File: src/design/nll_pkg.sv
`timescale 1ns / 1ps
// ----------------------------------------------------------------------------
// Nearest landmark locator - package
// Beat types, sizes, mode codes and the reset grid of the landmark table.
// ----------------------------------------------------------------------------
package nll_pkg;

    localparam int NUM_LM     = 16;
    localparam int LM_IDX_W   = 4;
    localparam int CNT_W      = 5;
    localparam int COORD_W    = 16;
    localparam int DIST_W     = 17;
    localparam int SQ_W       = 2 * COORD_W;
    localparam int SUM_W      = SQ_W + 1;
    localparam int GRID_COUNT = 9;

    localparam logic [CNT_W-1:0] IN_USE_RST = 5'd9;
    localparam logic [CNT_W-1:0] IN_USE_MAX = 5'd16;
    localparam logic [CNT_W-1:0] IN_USE_MIN = 5'd1;

    // 1.1 m in Q8.8, rounded to nearest
    localparam logic signed [COORD_W-1:0] GRID_STEP = 16'sd282;

    localparam logic [1:0] MODE_LOAD   = 2'd0;
    localparam logic [1:0] MODE_LOCATE = 2'd1;
    localparam logic [1:0] MODE_QUERY  = 2'd2;
    localparam logic [1:0] MODE_NONE   = 2'd3;

    typedef struct packed {
        logic signed [COORD_W-1:0] x;
        logic signed [COORD_W-1:0] y;
    } t_point;

    typedef struct packed {
        logic [1:0]                mode;
        logic [LM_IDX_W-1:0]       landmark_index;
        logic signed [COORD_W-1:0] pos_x;
        logic signed [COORD_W-1:0] pos_y;
    } t_cmd;

    typedef struct packed {
        logic [LM_IDX_W-1:0] closest_index;
        logic [DIST_W-1:0]   distance;
        logic                found;
    } t_rsp;

    // Reset content of table entry idx: 3x3 grid, rest at the origin
    function automatic t_point grid_point(input int idx);
        t_point p;
        p.x = '0;
        p.y = '0;
        case (idx)
            0: begin p.x = -GRID_STEP; p.y = -GRID_STEP; end
            1: begin p.x = -GRID_STEP; p.y = '0;         end
            2: begin p.x = -GRID_STEP; p.y = GRID_STEP;  end
            3: begin p.x = '0;         p.y = GRID_STEP;  end
            4: begin p.x = '0;         p.y = '0;         end
            5: begin p.x = '0;         p.y = -GRID_STEP; end
            6: begin p.x = GRID_STEP;  p.y = -GRID_STEP; end
            7: begin p.x = GRID_STEP;  p.y = '0;         end
            8: begin p.x = GRID_STEP;  p.y = GRID_STEP;  end
            default: begin p.x = '0;   p.y = '0;         end
        endcase
        return p;
    endfunction

endpackage

File: src/design/nll_cell.sv
`timescale 1ns / 1ps
// ----------------------------------------------------------------------------
// Nearest landmark locator - landmark cell
// Holds one landmark position; loads a new one, or takes its neighbor's
// value when the ring rotates.
// ----------------------------------------------------------------------------
module nll_cell (
    input  logic           i_clk,
    input  logic           i_rst_n,
    input  nll_pkg::t_point i_rst_val,
    input  logic           i_load,
    input  nll_pkg::t_point i_load_val,
    input  logic           i_shift,
    input  nll_pkg::t_point i_next,
    output nll_pkg::t_point o_val
);

    nll_pkg::t_point r_val;
    nll_pkg::t_point n_val;

    // Pick load, rotate or hold
    always_comb begin
        n_val = r_val;
        if (i_load) begin
            n_val = i_load_val;
        end else if (i_shift) begin
            n_val = i_next;
        end
    end

    always_ff @(posedge i_clk) begin
        if (!i_rst_n) begin
            r_val <= i_rst_val;
        end else begin
            r_val <= n_val;
        end
    end

    assign o_val = r_val;

endmodule

File: src/design/nll_isqrt.sv
`timescale 1ns / 1ps
// ----------------------------------------------------------------------------
// Nearest landmark locator - integer square root
// Floor square root, one result bit per cycle (two radicand bits consumed).
// ----------------------------------------------------------------------------
module nll_isqrt (
    input  logic                       i_clk,
    input  logic                       i_rst_n,
    input  logic                       i_start,
    input  logic [nll_pkg::SUM_W-1:0]  i_rad,
    output logic                       o_done,
    output logic [nll_pkg::DIST_W-1:0] o_root
);

    localparam int RAD_W = 2 * nll_pkg::DIST_W;
    localparam int REM_W = nll_pkg::DIST_W + 1;
    localparam int TRY_W = REM_W + 2;
    localparam int ITR_W = $clog2(nll_pkg::DIST_W);
    localparam logic [ITR_W-1:0] LAST_ITER = ITR_W'(nll_pkg::DIST_W - 1);

    logic                       r_run;
    logic                       r_done;
    logic [ITR_W-1:0]           r_iter;
    logic [RAD_W-1:0]           r_rad;
    logic [REM_W-1:0]           r_rem;
    logic [nll_pkg::DIST_W-1:0] r_root;

    logic [TRY_W-1:0] rem_sh;
    logic [TRY_W-1:0] trial;
    logic             take;

    // Bring down two bits and try root*4+1
    always_comb begin
        rem_sh = {r_rem, r_rad[RAD_W-1 -: 2]};
        trial  = {1'b0, r_root, 2'b01};
        take   = (rem_sh >= trial);
    end

    // Advance control
    always_ff @(posedge i_clk) begin
        if (!i_rst_n) begin
            r_run  <= 1'b0;
            r_done <= 1'b0;
            r_iter <= '0;
        end else begin
            r_done <= 1'b0;
            if (i_start) begin
                r_run  <= 1'b1;
                r_iter <= '0;
            end else if (r_run) begin
                r_iter <= r_iter + 1'b1;
                if (r_iter == LAST_ITER) begin
                    r_run  <= 1'b0;
                    r_done <= 1'b1;
                end
            end
        end
    end

    // Iterate datapath
    always_ff @(posedge i_clk) begin
        if (i_start) begin
            r_rad  <= RAD_W'(i_rad);
            r_rem  <= '0;
            r_root <= '0;
        end else if (r_run) begin
            r_rad <= {r_rad[RAD_W-3:0], 2'b00};
            if (take) begin
                r_rem  <= REM_W'(rem_sh - trial);
                r_root <= {r_root[nll_pkg::DIST_W-2:0], 1'b1};
            end else begin
                r_rem  <= REM_W'(rem_sh);
                r_root <= {r_root[nll_pkg::DIST_W-2:0], 1'b0};
            end
        end
    end

    assign o_done = r_done;
    assign o_root = r_root;

endmodule

File: src/design/nearest_landmark_locator_core.sv
`timescale 1ns / 1ps
// ----------------------------------------------------------------------------
// Nearest landmark locator - top level
// Landmark ring of cells, distance pipeline, nearest pick and square root.
// ----------------------------------------------------------------------------
// Results come out as a one-cycle strobe and cannot be held off: capture
// o_rsp whenever o_rsp_valid is high. A load (mode 0) gives no beat. A
// position update (mode 1) rotates the 16-cell landmark ring once past
// the distance pipeline, then runs the bit-serial square root, with busy
// high until the result cycle. A distance query (mode 2) on an entry in
// use skips the rotation; one on an entry not in use answers the next
// cycle. The ring rotation and the square root, one result bit per cycle,
// set the latency.
// Write landmarks_in_use only while busy and start are low; o_cfg_ready
// shows when a write is taken.
// ----------------------------------------------------------------------------
module nearest_landmark_locator_core (
    input  logic                         i_clk,
    input  logic                         i_rst_n,
    input  logic                         start,
    output logic                         busy,
    input  nll_pkg::t_cmd                i_cmd,
    output logic                         o_rsp_valid,
    output nll_pkg::t_rsp                o_rsp,
    input  logic                         i_cfg_valid,
    output logic                         o_cfg_ready,
    input  logic [nll_pkg::CNT_W-1:0]    i_cfg_data
);

    typedef enum logic [3:0] {
        S_IDLE  = 4'b0001,
        S_SCAN  = 4'b0010,
        S_DRAIN = 4'b0100,
        S_ROOT  = 4'b1000
    } t_state;

    localparam logic [nll_pkg::LM_IDX_W-1:0] LAST_IDX = nll_pkg::LM_IDX_W'(nll_pkg::NUM_LM - 1);

    t_state r_state;
    t_state n_state;

    logic [nll_pkg::CNT_W-1:0]    r_in_use;
    logic [nll_pkg::CNT_W-1:0]    used_cnt;
    nll_pkg::t_point              r_robot;
    logic [nll_pkg::LM_IDX_W-1:0] r_cnt;
    logic                         r_first;

    // Distance pipeline
    logic                         r_a_v;
    logic [nll_pkg::LM_IDX_W-1:0] r_a_idx;
    logic [nll_pkg::COORD_W-1:0]  r_ax;
    logic [nll_pkg::COORD_W-1:0]  r_ay;
    logic                         r_b_v;
    logic [nll_pkg::LM_IDX_W-1:0] r_b_idx;
    logic [nll_pkg::SQ_W-1:0]     r_sqx;
    logic [nll_pkg::SQ_W-1:0]     r_sqy;
    logic [nll_pkg::SUM_W-1:0]    r_best_d;
    logic [nll_pkg::LM_IDX_W-1:0] r_best_idx;

    logic                         r_rsp_valid;
    nll_pkg::t_rsp                r_rsp;

    nll_pkg::t_point              cell_val [nll_pkg::NUM_LM];
    nll_pkg::t_point              head;
    nll_pkg::t_point              load_val;
    logic                         accept;
    logic                         scan_shift;
    logic                         feed_v;
    logic [nll_pkg::LM_IDX_W-1:0] feed_idx;
    logic signed [nll_pkg::COORD_W:0] dx;
    logic signed [nll_pkg::COORD_W:0] dy;
    logic [nll_pkg::COORD_W:0]    adx;
    logic [nll_pkg::COORD_W:0]    ady;
    logic [nll_pkg::SUM_W-1:0]    sum;
    logic                         query_hit;
    logic                         root_start;
    logic                         root_done;
    logic [nll_pkg::DIST_W-1:0]   root;

    assign accept      = start && (r_state == S_IDLE);
    assign busy        = (r_state != S_IDLE);
    // Take configuration only while idle and no command is offered
    assign o_cfg_ready = (r_state == S_IDLE) && !start;
    assign scan_shift  = (r_state == S_SCAN);
    assign load_val    = '{x: i_cmd.pos_x, y: i_cmd.pos_y};

    // Clamp the in-use count to 1..16
    always_comb begin
        if (r_in_use < nll_pkg::IN_USE_MIN) begin
            used_cnt = nll_pkg::IN_USE_MIN;
        end else if (r_in_use > nll_pkg::IN_USE_MAX) begin
            used_cnt = nll_pkg::IN_USE_MAX;
        end else begin
            used_cnt = r_in_use;
        end
    end

    assign query_hit = ({1'b0, i_cmd.landmark_index} < used_cnt);

    // Landmark ring: cell i takes cell i+1, cell 0 faces the pipeline
    for (genvar g = 0; g < nll_pkg::NUM_LM; g++) begin : g_cell
        nll_cell u_cell (
            .i_clk      (i_clk),
            .i_rst_n    (i_rst_n),
            .i_rst_val  (nll_pkg::grid_point(g)),
            .i_load     (accept && (i_cmd.mode == nll_pkg::MODE_LOAD) &&
                         (i_cmd.landmark_index == nll_pkg::LM_IDX_W'(g))),
            .i_load_val (load_val),
            .i_shift    (scan_shift),
            .i_next     (cell_val[(g + 1) % nll_pkg::NUM_LM]),
            .o_val      (cell_val[g])
        );
    end

    // Select what enters the pipeline
    always_comb begin
        if (r_state == S_SCAN) begin
            head     = cell_val[0];
            feed_v   = ({1'b0, r_cnt} < used_cnt);
            feed_idx = r_cnt;
        end else begin
            head     = cell_val[i_cmd.landmark_index];
            feed_v   = accept && (i_cmd.mode == nll_pkg::MODE_QUERY) && query_hit;
            feed_idx = i_cmd.landmark_index;
        end
    end

    // Absolute differences
    always_comb begin
        dx  = (nll_pkg::COORD_W + 1)'(r_robot.x) - (nll_pkg::COORD_W + 1)'(head.x);
        dy  = (nll_pkg::COORD_W + 1)'(r_robot.y) - (nll_pkg::COORD_W + 1)'(head.y);
        adx = dx[nll_pkg::COORD_W] ? (nll_pkg::COORD_W + 1)'(-dx) : dx;
        ady = dy[nll_pkg::COORD_W] ? (nll_pkg::COORD_W + 1)'(-dy) : dy;
        sum = {1'b0, r_sqx} + {1'b0, r_sqy};
    end

    // Sequencer
    always_comb begin
        n_state    = r_state;
        root_start = 1'b0;
        unique case (r_state)
            S_IDLE: begin
                if (accept && (i_cmd.mode == nll_pkg::MODE_LOCATE)) begin
                    n_state = S_SCAN;
                end else if (accept && (i_cmd.mode == nll_pkg::MODE_QUERY) && query_hit) begin
                    n_state = S_DRAIN;
                end
            end
            S_SCAN: begin
                if (r_cnt == LAST_IDX) begin
                    n_state = S_DRAIN;
                end
            end
            S_DRAIN: begin
                if (!r_a_v && !r_b_v) begin
                    n_state    = S_ROOT;
                    root_start = 1'b1;
                end
            end
            S_ROOT: begin
                if (root_done) begin
                    n_state = S_IDLE;
                end
            end
            default: begin
                n_state = S_IDLE;
            end
        endcase
    end

    // Control registers
    always_ff @(posedge i_clk) begin
        if (!i_rst_n) begin
            r_state     <= S_IDLE;
            r_in_use    <= nll_pkg::IN_USE_RST;
            r_robot     <= '0;
            r_cnt       <= '0;
            r_first     <= 1'b0;
            r_a_v       <= 1'b0;
            r_b_v       <= 1'b0;
            r_rsp_valid <= 1'b0;
        end else begin
            r_state     <= n_state;
            r_a_v       <= feed_v;
            r_b_v       <= r_a_v;
            r_rsp_valid <= 1'b0;
            if (i_cfg_valid && o_cfg_ready) begin
                r_in_use <= i_cfg_data;
            end
            if (accept && (i_cmd.mode == nll_pkg::MODE_LOCATE)) begin
                r_robot <= load_val;
            end
            if (accept) begin
                r_first <= 1'b1;
                r_cnt   <= '0;
            end else if (r_b_v) begin
                r_first <= 1'b0;
            end
            if (r_state == S_SCAN) begin
                r_cnt <= r_cnt + 1'b1;
            end
            if (accept && (i_cmd.mode == nll_pkg::MODE_QUERY) && !query_hit) begin
                r_rsp_valid <= 1'b1;
            end else if ((r_state == S_ROOT) && root_done) begin
                r_rsp_valid <= 1'b1;
            end
        end
    end

    // Pipeline payload: square, then keep the nearest (lower index on ties)
    always_ff @(posedge i_clk) begin
        r_a_idx <= feed_idx;
        r_ax    <= adx[nll_pkg::COORD_W-1:0];
        r_ay    <= ady[nll_pkg::COORD_W-1:0];
        r_b_idx <= r_a_idx;
        r_sqx   <= r_ax * r_ax;
        r_sqy   <= r_ay * r_ay;
        if (r_b_v && (r_first || (sum < r_best_d))) begin
            r_best_d   <= sum;
            r_best_idx <= r_b_idx;
        end
    end

    // Result beat
    always_ff @(posedge i_clk) begin
        if (accept && (i_cmd.mode == nll_pkg::MODE_QUERY) && !query_hit) begin
            r_rsp <= '{closest_index: i_cmd.landmark_index, distance: '0, found: 1'b0};
        end else if ((r_state == S_ROOT) && root_done) begin
            r_rsp <= '{closest_index: r_best_idx, distance: root, found: 1'b1};
        end
    end

    nll_isqrt u_isqrt (
        .i_clk   (i_clk),
        .i_rst_n (i_rst_n),
        .i_start (root_start),
        .i_rad   (r_best_d),
        .o_done  (root_done),
        .o_root  (root)
    );

    assign o_rsp_valid = r_rsp_valid;
    assign o_rsp       = r_rsp;

endmodule

File: config.mk
export PLATFORM = sky130hd
export DESIGN_NAME = nearest_landmark_locator_core
export DESIGN_NICKNAME = d
export VERILOG_FILES = /design/src/design/nll_pkg.sv /design/src/design/nll_cell.sv /design/src/design/nll_isqrt.sv /design/src/design/nearest_landmark_locator_core.sv
export SDC_FILE = /design/constraint.sdc
export NUM_CORES = 2
export LEC_CHECK = 0
export ABC_AREA = 0
export BUFFER_PORTS_ARGS = -buffer_cell sky130_fd_sc_hd__buf_4
export CORE_UTILIZATION = 50
export CTS_CLUSTER_DIAMETER = 200
export CTS_CLUSTER_SIZE = 30
export DETAILED_ROUTE_END_ITERATION = 12
export GPL_TIMING_DRIVEN = 0
export PLACE_DENSITY = 0.65
export SYNTH_ARGS = -nofsm -noshare
export SYNTH_HDL_FRONTEND = slang
export SYNTH_SLANG_ARGS = --single-unit
File: constraint.sdc
create_clock -name i_clk -period 12.1 [get_ports i_clk]
set_input_delay 0.605 -clock i_clk [delete_from_list [all_inputs] [get_ports i_clk]]
set_output_delay 0.605 -clock i_clk [all_outputs]
set_load 0.005 [all_outputs]
== Word level (Yosys, flattened, before mapping) ==
Index checks and enable logic that the tools add are counted.
Storage, ports and cells
  bits in registers: 800
  latch bits: 0
  memory bits (writable): 0
  memory bits (read-only): 0
  bits of input ports: 47
  output and inout bits: 25
  logic and storage cells: 230
  memories kept: 0
Cells by class
  add/subtract/negate cells: 8
  multipliers: 2
  divide/modulo/power cells: 0
  order comparisons: 7
  eq/ne operators: 28
  shift-type cells: 0
  mux-type cells: 66
  bitwise gates (word level): 3
  reductions and logical operators: 57
Operator list (number)
  2-to-1 mux 32 bit: 35
  binary-select mux 32 bit (select 4 bit): 1
  2-to-1 mux 33 bit: 2
  multiplier 16 x 16 -> 32 bit: 2
  2-to-1 mux 22 bit: 2
  equality test 4 bit, second input constant: 10
  nonzero test 2 bit: 20
  subtractor 16 x 16 -> 17 bit: 2
  adder 32 x 32 -> 33 bit: 1
  less-than comparator 33 bit: 1
  2-to-1 mux 16 bit: 2
  2-to-1 mux 4 bit: 8
  negator 16 bit: 2
  logical AND 1 bit: 27
  equality test 4 x 3 -> 1 bit, second input constant: 5
  >= comparator 20 x 19 -> 1 bit: 1
  2-to-1 mux 18 bit: 1
  subtractor 18 bit: 1
  case mux 4 bit (4 select lines): 1
  equality test 4 x 2 -> 1 bit, second input constant: 3
  2-to-1 mux 1 bit: 12
  less-than comparator 4 x 5 -> 1 bit: 2
  2-to-1 mux 5 bit: 2
  equality test 4 x 1 -> 1 bit, second input constant: 2
  other kinds (21): 26

== Depth between registers and ports, before layout ==
  depth in word-level cells: 8
  gate-level depth with buffers: 25
  gate-level depth less buffers: 24

== Cells and area by module ==
A second synthesis with hierarchy kept.
Unflattened totals
  cells, all modules: 5693
  area, all modules: 60032.6 sq um
By module, submodules not included
  nearest_landmark_locator_core: instances 1, cells an instance 3059, area an instance 29174.2 sq um, seq. area each 4614.4 sq um
  nll_cell: instances 16, cells an instance 140, area an instance 1675.4 sq um, seq. area each 960.9 sq um
  nll_isqrt: instances 1, cells an instance 394, area an instance 4052.6 sq um, seq. area each 1851.8 sq um

== Least setup slack after synthesis ==
OpenSTA, ideal clock, no wires.
  path kind: register -> register
  start point: register r_ay[4] (netlist name)
  end point: register r_sqy[28] (netlist name)
  setup time: 72 ps
  arrival time: 6026 ps
  setup slack: 6002 ps
  cell stages (with the launch flop): 23
  buffers on the path: 2
  clock period less this slack: 6098 ps
  cell sequence: dfxtp_1 clkbuf_1 clkbuf_1 nand2_1 fa_1 fa_1 inv_1 fa_1 fa_1 fa_1 inv_1 fa_1 inv_1 ha_1 a21o_1 a21o_1 a2111oi_0 o32a_1 a21oi_1 o21ai_0 a31oi_1 o41ai_1 xnor2_1
On the way
  cells in the longest elaborated chain, start to end: 1
Ends and longest elaborated chain
  from (decl): RTL line nearest_landmark_locator_core.sv:52  | logic [nll_pkg::COORD_W-1:0] r_ay;
  from (signal assigned): RTL line nearest_landmark_locator_core.sv:214  | r_ay <= ady[nll_pkg::COORD_W-1:0];
  multiplier 16 x 16 -> 32 bit: RTL line nearest_landmark_locator_core.sv:217  | r_sqy <= r_ay * r_ay;
  to (signal assigned): RTL line nearest_landmark_locator_core.sv:217
  to (decl): RTL line nearest_landmark_locator_core.sv:56  | logic [nll_pkg::SQ_W-1:0] r_sqy;
No other way between the ends.
A chain may end at the register's enable or synchronous reset.

== Worst setup path in the final report ==
  start point: input port i_cmd[32] (netlist name)
  end point: register r_ay[2] (netlist name)
On the way
  cells in the longest elaborated chain, start to end: 8
Ends and longest elaborated chain
  from (decl): RTL line nearest_landmark_locator_core.sv:22  | input nll_pkg::t_cmd i_cmd,
  NOT 4 -> 5 bit (implied by the code) *: RTL line nearest_landmark_locator_core.sv:122  | head = cell_val[i_cmd.landmark_index];
  binary-select mux 32 bit (select 4 bit) *: RTL line nearest_landmark_locator_core.sv:122
  2-to-1 mux 32 bit (implied by the code) * (2 in a row): RTL line nearest_landmark_locator_core.sv:122
  2-to-1 mux 32 bit *: RTL line nearest_landmark_locator_core.sv:117  | if (r_state == S_SCAN) begin
  subtractor 16 x 16 -> 17 bit *: RTL line nearest_landmark_locator_core.sv:131  | dy = (nll_pkg::COORD_W + 1)'(r_robot.y) - (nll_pkg::COORD_W + 1)'(head.y);
  negator 16 bit: RTL line nearest_landmark_locator_core.sv:133  | ady = dy[nll_pkg::COORD_W] ? (nll_pkg::COORD_W + 1)'(-dy) : dy;
  2-to-1 mux 16 bit *: RTL line nearest_landmark_locator_core.sv:133
  named net ady, one bit: RTL line nearest_landmark_locator_core.sv:73  | logic [nll_pkg::COORD_W:0] ady;
Mark *: on every way through the listed nets, which the timed path passes. The rest lies on a longest branch. The select of a mux whose other input is x is not followed.

==> impl_metrics.json <==
{
  "io_buffers": 37,
  "setup_tns_ns": 0,
  "yosys_warnings": 0,
  "ys.flop_type": "dfxtp_1",
  "gp_congestion": 1.02,
  "async_flop_share_pct": 0,
  "grt_pass1_wl_mm": 282,
  "wl_mm": 190,
  "synth.avg_cell_area_um2": 8.89,
  "drt_iter0_drc": 5206,
  "crit_required_ns": 12.67,
  "grt_usage_pct": 33.3,
  "layout.nets": 7010,
  "drive_above_1_share_pct": 4.51,
  "outcome": "finished, violations left",
  "cp.arrival_ns": 8.25,
  "clk_path_buf_depth": 3,
  "period_minus_slack_ns": 7.67,
  "clk_latency_ns": 0.77,
  "cap_viol_max_count": 1,
  "syn_area_mm2": 0.0555,
  "die_w_um": 335,
  "rsz0062_at_grt": "no",
  "area.growth.synth_to_final_pct": 5.47,
  "timing.hold.ws_ns": 0.144,
  "syn_inst": 6241,
  "grt_antenna_before_repair": 9,
  "vias_per_cell": 6.01,
  "fillers": 10300,
  "start_util_pct": 50.7,
  "wl_per_cell_um": 24.4,
  "synth-edff-count": 74,
  "critPathLaunchType": "input pin",
  "tightest_slew_ns": 1.56,
  "cts_sinks": 798,
  "gr-total-overflow": 0,
  "numCtsBuffers": 30,
  "crit_fanout": 10,
  "cts_tree": "built",
  "ios": 72,
  "final_antenna_net_count": 0,
  "cts_resized": 0,
  "yosysSeqAreaShare_pct": 30.1,
  "hpwl_mm": 153,
  "ys_ff_latch": 798,
  "synth.distinct_cells": 80,
  "synth_nets": 6939,
  "min-delay-path-class": "input pin to register",
  "cts_hold_buf": 0,
  "clk_pin_slew_ns": 0.12,
  "final_core_util_pct": 53.5,
  "slew_viol_final": 11,
  "finalClockSkew_ns": 0.113,
  "ctsRootBufferMaster": "clkbuf_16",
  "r2r_cells": 19,
  "h-tree-depth": 1,
  "crit_path_end_kind": "register",
  "post_cts_buffers": 0,
  "violations": "max-capacitance violations, max-slew violations",
  "hold-path-cell-count": 3,
  "setup_viol": 0,
  "final_cells": 7798,
  "path_class": "input pin to register",
  "fin_crit_sh_pct": 63.4,
  "first_global_vias": 45900,
  "relSlewSlack_pct": -3.85,
  "coreArea_mm2": 0.109,
  "max_freq_mhz": 130,
  "dp_cells": 7756,
  "die_y_um": 335,
  "drc": 0,
  "hold_viol": 0,
  "num_rows": 121,
  "dieArea_mm2": 0.112,
  "grt_max_degree": 34,
  "drtPass1Iterations": 7,
  "num_vias": 46900
}
synthesized netlist by cell type (19+ instances only):
master	count	area, um2
nand2_1	1403	5270
dfxtp_1	724	14500
inv_1	584	2190
nand3_1	463	2320
o211a_1	419	4190
clkbuf_1	390	1460
fa_1	326	6530
ha_1	325	4070
mux4_2	160	3600
nor2_1	159	597
a21oi_1	131	656
o21ai_0	129	646
and2_1	110	688
xnor2_1	109	955
a221o_1	101	1010
a21boi_0	77	578
edfxtp_1	74	2220
buf_1	58	218
a21o_1	54	405
mux2i_1	34	340
nor3_1	34	170
xor2_1	34	298
nor2b_1	33	206
o21a_1	27	203
nand2b_1	24	150
a211oi_1	19	143
path summary, 6_finish.rpt:
check	slack, ns	from	to
worst min-delay path	0.14	i_cfg_data[4]	r_in_use[4]$_SDFFE_PN0P_
worst min register to register	0.34	r_a_idx[0]$_DFF_P_	r_b_idx[0]$_DFF_P_
worst max register to register	4.70	r_ay[4]$_DFF_P_	r_sqy[25]$_DFF_P_
worst max-delay path	4.43	i_cmd[32]	r_ay[2]$_DFF_P_
flip-flops by register name, indices dropped and copies added, names as in the netlist, 4 cells and up:
register,count
r_robot,32
r_sqy,31
r_b_idx,4
r_a_idx,4
o_rsp,22
r_sqx,31
r_state,4
r_best_idx,4
r_best_d,33
u_isqrt.r_rem,18
u_isqrt.r_iter,5
r_cnt,4
g_cell.u_cell.o_val,512
u_isqrt.r_rad,34
u_isqrt.o_root,17
r_ay,16
r_in_use,5
r_ax,16
routing by layer:
metal  up-vias  track usage (%)  wire length [um]
li1      21400                -                 -
met4        10             18.1             12300
met1     22700             40.8             71600
met3       533             5.43             16700
met2      2207             56.1             89300
met5         -                0                61
logic make-up after synthesis:
kind of cell | Yosys count | synth area share (%)
mux | 198 | 7.19
xor+xnor | 143 | 2.26
buf+inv | 1041 | 7.06
compound gates | 1076 | 15.9
fa+ha+maj | 651 | 19.1
simple gates | 2334 | 18.3
flops | 798 | 30.1
placed cells by master, fill, tap and decap left out, drive strengths merged, types with 131 or more instances in the layout:
master,instances
mux4,160
nor2,160
ha,325
a21oi,131
fa,326
dfxtp,724
inv,585
nand2,1403
o211a,419
nand3,463
clkbuf,426
per-stage QoR:
stage / area, um2 / setup WS (ns)
floorplan: 55500 / 6.00
global placement: 57600 / 4.26
detailed placement: 57700 / 4.18
CTS: 58500 / 4.74
global route: 58500 / 4.30
finish: 58500 / 4.43
cell type report:
| class | count | area (um2) | share of cell area (%) |
|---|---|---|---|
| Timing Repair Buffer | 39 | 313 | 0.535 |
| Clock buffer | 36 | 773 | 1.32 |
| Inverter | 584 | 2190 | 3.75 |
| Sequential cell | 798 | 16700 | 28.6 |
| Buffer | 457 | 1730 | 2.96 |
| Clock inverter | 3 | 68.8 | 0.118 |
| Multi-Input combinational cell | 4402 | 34900 | 59.6 |
| Tap cell | 1476 | 1850 | 3.16 |
| Antenna cell | 3 | 7.51 | 0.0128 |
worst max-delay path, cell delays in order:
cell,delay [ns]
clkbuf_1,0.38
buf_2,0.57
clkbuf_1,1.01
clkbuf_1,1.09
mux4_2,0.44
mux4_2,0.49
a21boi_0,0.46
ha_1,0.32
o21ai_0,0.19
o21ai_0,0.30
a41oi_1,0.28
o21ai_0,0.44
a41oi_2,0.24
a41oi_1,0.63
clkbuf_1,0.42
nor2_1,0.10
xnor2_1,0.25
Power is left out: the tool's default activity adds up to more than one toggle a clock period on the data nets, which glitch-free logic cannot reach.
